===== config.mk =====
export PLATFORM = sky130hd
export DESIGN_NAME = iab_ram
export DESIGN_NICKNAME = d
export VERILOG_FILES = /design/src/rtl/iab_ram.sv
export SDC_FILE = /design/constraint.sdc
export NUM_CORES = 1
export LEC_CHECK = 0
export ABC_CLOCK_PERIOD_IN_PS = 5250
export BUFFER_PORTS_ARGS = -buffer_cell sky130_fd_sc_hd__buf_2
export CAP_MARGIN = 20
export CORE_ASPECT_RATIO = 1.4
export CORE_MARGIN = 5
export CORE_UTILIZATION = 25
export CTS_CLUSTER_DIAMETER = 60
export DETAILED_ROUTE_END_ITERATION = 10
export PLACE_DENSITY = 0.47
export SYNTH_ARGS = -nofsm -noshare
export SYNTH_HDL_FRONTEND = slang
export SYNTH_SLANG_ARGS = --single-unit

===== constraint.sdc =====
create_clock -name i_clk -period 5.25 [get_ports i_clk]
set_clock_uncertainty 0.1 [all_clocks]
set_input_delay 0.7875 -clock i_clk [delete_from_list [all_inputs] [get_ports i_clk]]
set_output_delay 0.7875 -clock i_clk [all_outputs]
set_load 0.01 [all_outputs]

===== src/rtl/iab_ram.sv =====
// Generic simple dual-port RAM with registered read.
module iab_ram #(
    parameter int WIDTH = 8,
    parameter int DEPTH = 16
) (
    input  logic                     i_clk,
    input  logic                     i_we,
    input  logic [$clog2(DEPTH)-1:0] i_waddr,
    input  logic [WIDTH-1:0]         i_wdata,
    input  logic                     i_re,
    input  logic [$clog2(DEPTH)-1:0] i_raddr,
    output logic [WIDTH-1:0]         o_rdata
);

    logic [WIDTH-1:0] r_mem [DEPTH];
    logic [WIDTH-1:0] r_rdata;

    always_ff @(posedge i_clk) begin
        if (i_we) begin
            r_mem[i_waddr] <= i_wdata;
        end
        if (i_re) begin
            r_rdata <= r_mem[i_raddr];
        end
    end

    assign o_rdata = r_rdata;

endmodule


# [Word level (Yosys, flattened, before mapping)]
# Memories as Yosys holds them, arrays and structs flattened. A register that Yosys moved wholly into a read port is not among the register bits.
# Cells that the tools add are included.
[word_totals] output_inout_bits=8 memories=1 ramBits=128 regBits=0 inputBits=19
[op_classes] muxes=2
[memory_table] name="r_mem" words=16 word_bits=8 rd=1 rd_ports_with_merged_regs=1 write_ports=1 line_no="15" source="logic [WIDTH-1:0] r_mem [DEPTH];"
[ops] op="2-to-1 mux 1 bit" n=2

# [Logic depth before layout (Yosys ltp)]
[logic_depth] depth_word=2 ltp_mapped=5 depth_no_buf=3

# [Worst setup path before layout]
# Ideal clock, no wire load.
[synth_path] path_kind="input-to-reg" start="input port i_waddr[2]" end="memory r_mem[0][0], enable pin" n_path_buf=0 slack_ns=2.870 required_time_ns=4.767 arrival_ns=1.897 path_stages=2 path_cell_list="or3b_2 nor3_1"
[synth_lines] element="start: declaration" line_no="8" source="input logic [$clog2(DEPTH)-1:0] i_waddr,"
[synth_lines] element="end: declaration" line_no="15"
# Straight into the memory's write port.

==> impl_results.md <==
* Register share of total power at 0.490
* Mapped Avg Cell Area at 22.8 µm²
* CP top delay family: buffers and inverters
* CTS tree: yes
* Core region area at 20600 µm²
* Layout cells sized above 1 at 0.277
* Cells after DPL at 506
* Slew headroom at 0.311
* CTS Sinks at 136
* Max-cap violation count at 0
* Drt initial violations at 111
* Main synth FF type: edfxtp_1
* Crit path arrival time at 2.70 ns
* PnR Total Power at 2.51 mW
* Top cells by area, synth: edfxtp_1 78%, mux4_2 7.8%, mux4_1 7.0%
* DP Wirelength at 7130 µm
* Comb pwr share at 0.044
* DR vias/cell at 4.45
* FFs w/ async S/R, synth at 0
* NumNets Final at 288
* Slowest cell on crit path: mux4_1
* Residual DRC at 0
* Port Buf Inserts at 26
* Register area share after synthesis at 0.781
* Crit-path cells: buf_2, buf_4, mux4_1, a22oi_1, nand2_1
* Clk_lat worst skew at 0.41 ns
* DRT antenna net count at 0
* Delay of the slowest critical-path stage at 0.59 ns
* Crit path launch type: primary input
* N_diodes at 0
* Worst vdd ir at 0.000203 V
* Die area at 23900 µm²
* Crit share post-route at 0.503
* Post-synth EDFFs at 136
* Outcome: finished, final reports clean
* Vias at 2392
* Post-synth top area share at 0.781
* Power Dens Cells at 404 nW/µm²
* Reg clk slew, reported paths at 0.06 ns
* Total gr overflow at 0
* Final setup violation count at 0
* All-layer global routing usage at 0.0944
* Netlist Area Pre-Place at 5230 µm²
* Worst hold margin at 0.635 ns
* Most common cell in the netlist: edfxtp_1
* Pins Over Slew Limit at 0
* Lkg Pwr at 2.02 nW
* Setup TNS at 0 ns
* Worst Path Buf+Inv at 2
* Clk root buf: clkbuf_16
* CP endpoint kind: register
* Routed WL per cell at 20.1 µm
* GPL Wtd Cong at 0.733
* DRT Pass-1 Iters at 4
* Area Growth Syn to Fin at 18.9%
* Row cnt at 62
* H-tree levels at 4
* Fill cell count at 1938
* Final hold violation count at 0
* Synth unique cells at 18
* Max Root-Sink Buffers at 2
* Internal at 2.01 mW
* HP Class: primary input to register
* Clock buffer count from CTS at 17
* CP required at 5.31 ns
* Final worst path period need at 2.64 ns
* Syn Inst Count at 229
* Layout Cells excl Fill at 538
* Initial antenna violation count at 0
* Post-synth top area cell: edfxtp_1
* #FFs+latches synth at 136
* Psw at 0.500 mW
* Initial Util at 0.254
* Post-CTS Setup Bufs at 0
* Sw Ratio at 0.199
* Syn nets at 248
* Largest net degree at the start of global routing at 33
* Vias in the first global route at 2574
* Hold buffers post-CTS at 0
* Fmax at 0.379 GHz
* Chip width at 132 µm
* Commonest cells in the netlist: 136 x edfxtp_1, 18 x mux4_2, 16 x a22oi_1, 14 x mux4_1, 13 x nor2_1
* CTS resizes at 0
* Crit Path Max Fanout at 20
* RSZ-0062 raised after global routing: false
* I/O pins at 27
* First-pass GRT wire length at 16500 µm
* Worst slew pin tran at 1.03 ns
* Final WL at 10800 µm
* Clk pwr share at 0.466
* Yosys warnings at 0
* WS Path Type: primary input to register
* Die Ht at 181 µm
[layer usage]
metal / global-route usage / vias up / routed length, µm
met2: 0.155 / 44 / 5400
li1: - / 1061 / -
met3: 0.0284 / 17 / 310
met4: 0.0363 / 0 / 178
met5: 0 / - / 0
met1: 0.117 / 1270 / 4940
[layout by cell type, fill, tap and decap left out, drive strengths merged, types with 2 or more instances in the layout]
cell type / synthesis / routed
edfxtp: 136 / 136
mux4: 32 / 32
buf: 7 / 31
clkbuf: 0 / 19
a22oi: 16 / 16
nor2: 13 / 13
nand2: 9 / 9
clkinv: 0 / 7
nor3: 4 / 4
bufinv: 0 / 3
nand3b: 2 / 2
nand2b: 2 / 2
clkinvlp: 0 / 2
[logic make-up (layout without fill, tap and decap cells)]
| family | after synthesis | after routing | synth area share |
|---|---|---|---|
| flip-flops | 136 | 136 | 0.781 |
| buffers and inverters | 10 | 63 | 0.0165 |
| multiplexers | 32 | 32 | 0.148 |
| AND/OR/NAND/NOR | 35 | 35 | 0.0314 |
| AO/OA/AOI/OAI | 16 | 16 | 0.0230 |
[worst reg2reg max path: cells and delay by family, from the launching register on]
kind / cells / cell delay [ns]
multiplexers: 1 / 0.48
flip-flops: 1 / 0.36
AO/OA/AOI/OAI: 1 / 0.33
AND/OR/NAND/NOR: 1 / 0.13
[per-stage QoR]
stage	setup WS [ns]	area (µm²)	util
6_report	2.61	6220	0.302
5_1_grt	2.44	6220	0.302
4_1_cts	2.56	6220	0.302
3_5_place_dp	2.13	5630	0.274
3_3_place_gp	2.12	5630	0.274
2_1_floorplan	2.87	5230	-
[state kept, by name, summed over array words and instances (netlist names)]
| register | count |
|---|---|
| r_mem | 128 |
| o_rdata | 8 |
[area by class of cell]
| cell class | count | area, µm² | share of cell area |
|---|---|---|---|
| Clock inverter | 13 | 154 | 0.0248 |
| Multi-Input combinational cell | 83 | 1060 | 0.170 |
| Sequential cell | 136 | 4080 | 0.657 |
| Tap cell | 256 | 320 | 0.0515 |
| Clock buffer | 19 | 433 | 0.0696 |
| Timing Repair Buffer | 31 | 168 | 0.0270 |
[path summary, 6_finish.rpt]
| check | from | endpoint | slack [ns] | cells after the start |
|---|---|---|---|---|
| worst max-delay path | i_raddr[0] | o_rdata[3]$_DFFE_PP_ | 2.61 | 5 |
| worst max register to register | r_mem[3][6]$_DFFE_PP_ | o_rdata[6]$_DFFE_PP_ | 3.59 | 3 |
| worst min register to register | r_mem[14][3]$_DFFE_PP_ | o_rdata[3]$_DFFE_PP_ | 0.64 | 3 |
| worst min-delay path | i_re | o_rdata[6]$_DFFE_PP_ | 0.64 | 1 |
[power by group through the flow]
stage	Sequential [mW]	Combinational (mW)	Clock, mW
finish	1.23	0.110	1.17
global route	1.23	0.120	1.24
CTS	1.23	0.113	1.19
detailed placement	1.25	0.113	0
global placement	1.25	0.112	0
floorplan	1.25	0.0617	0
Power figures use the tool's default switching activity.
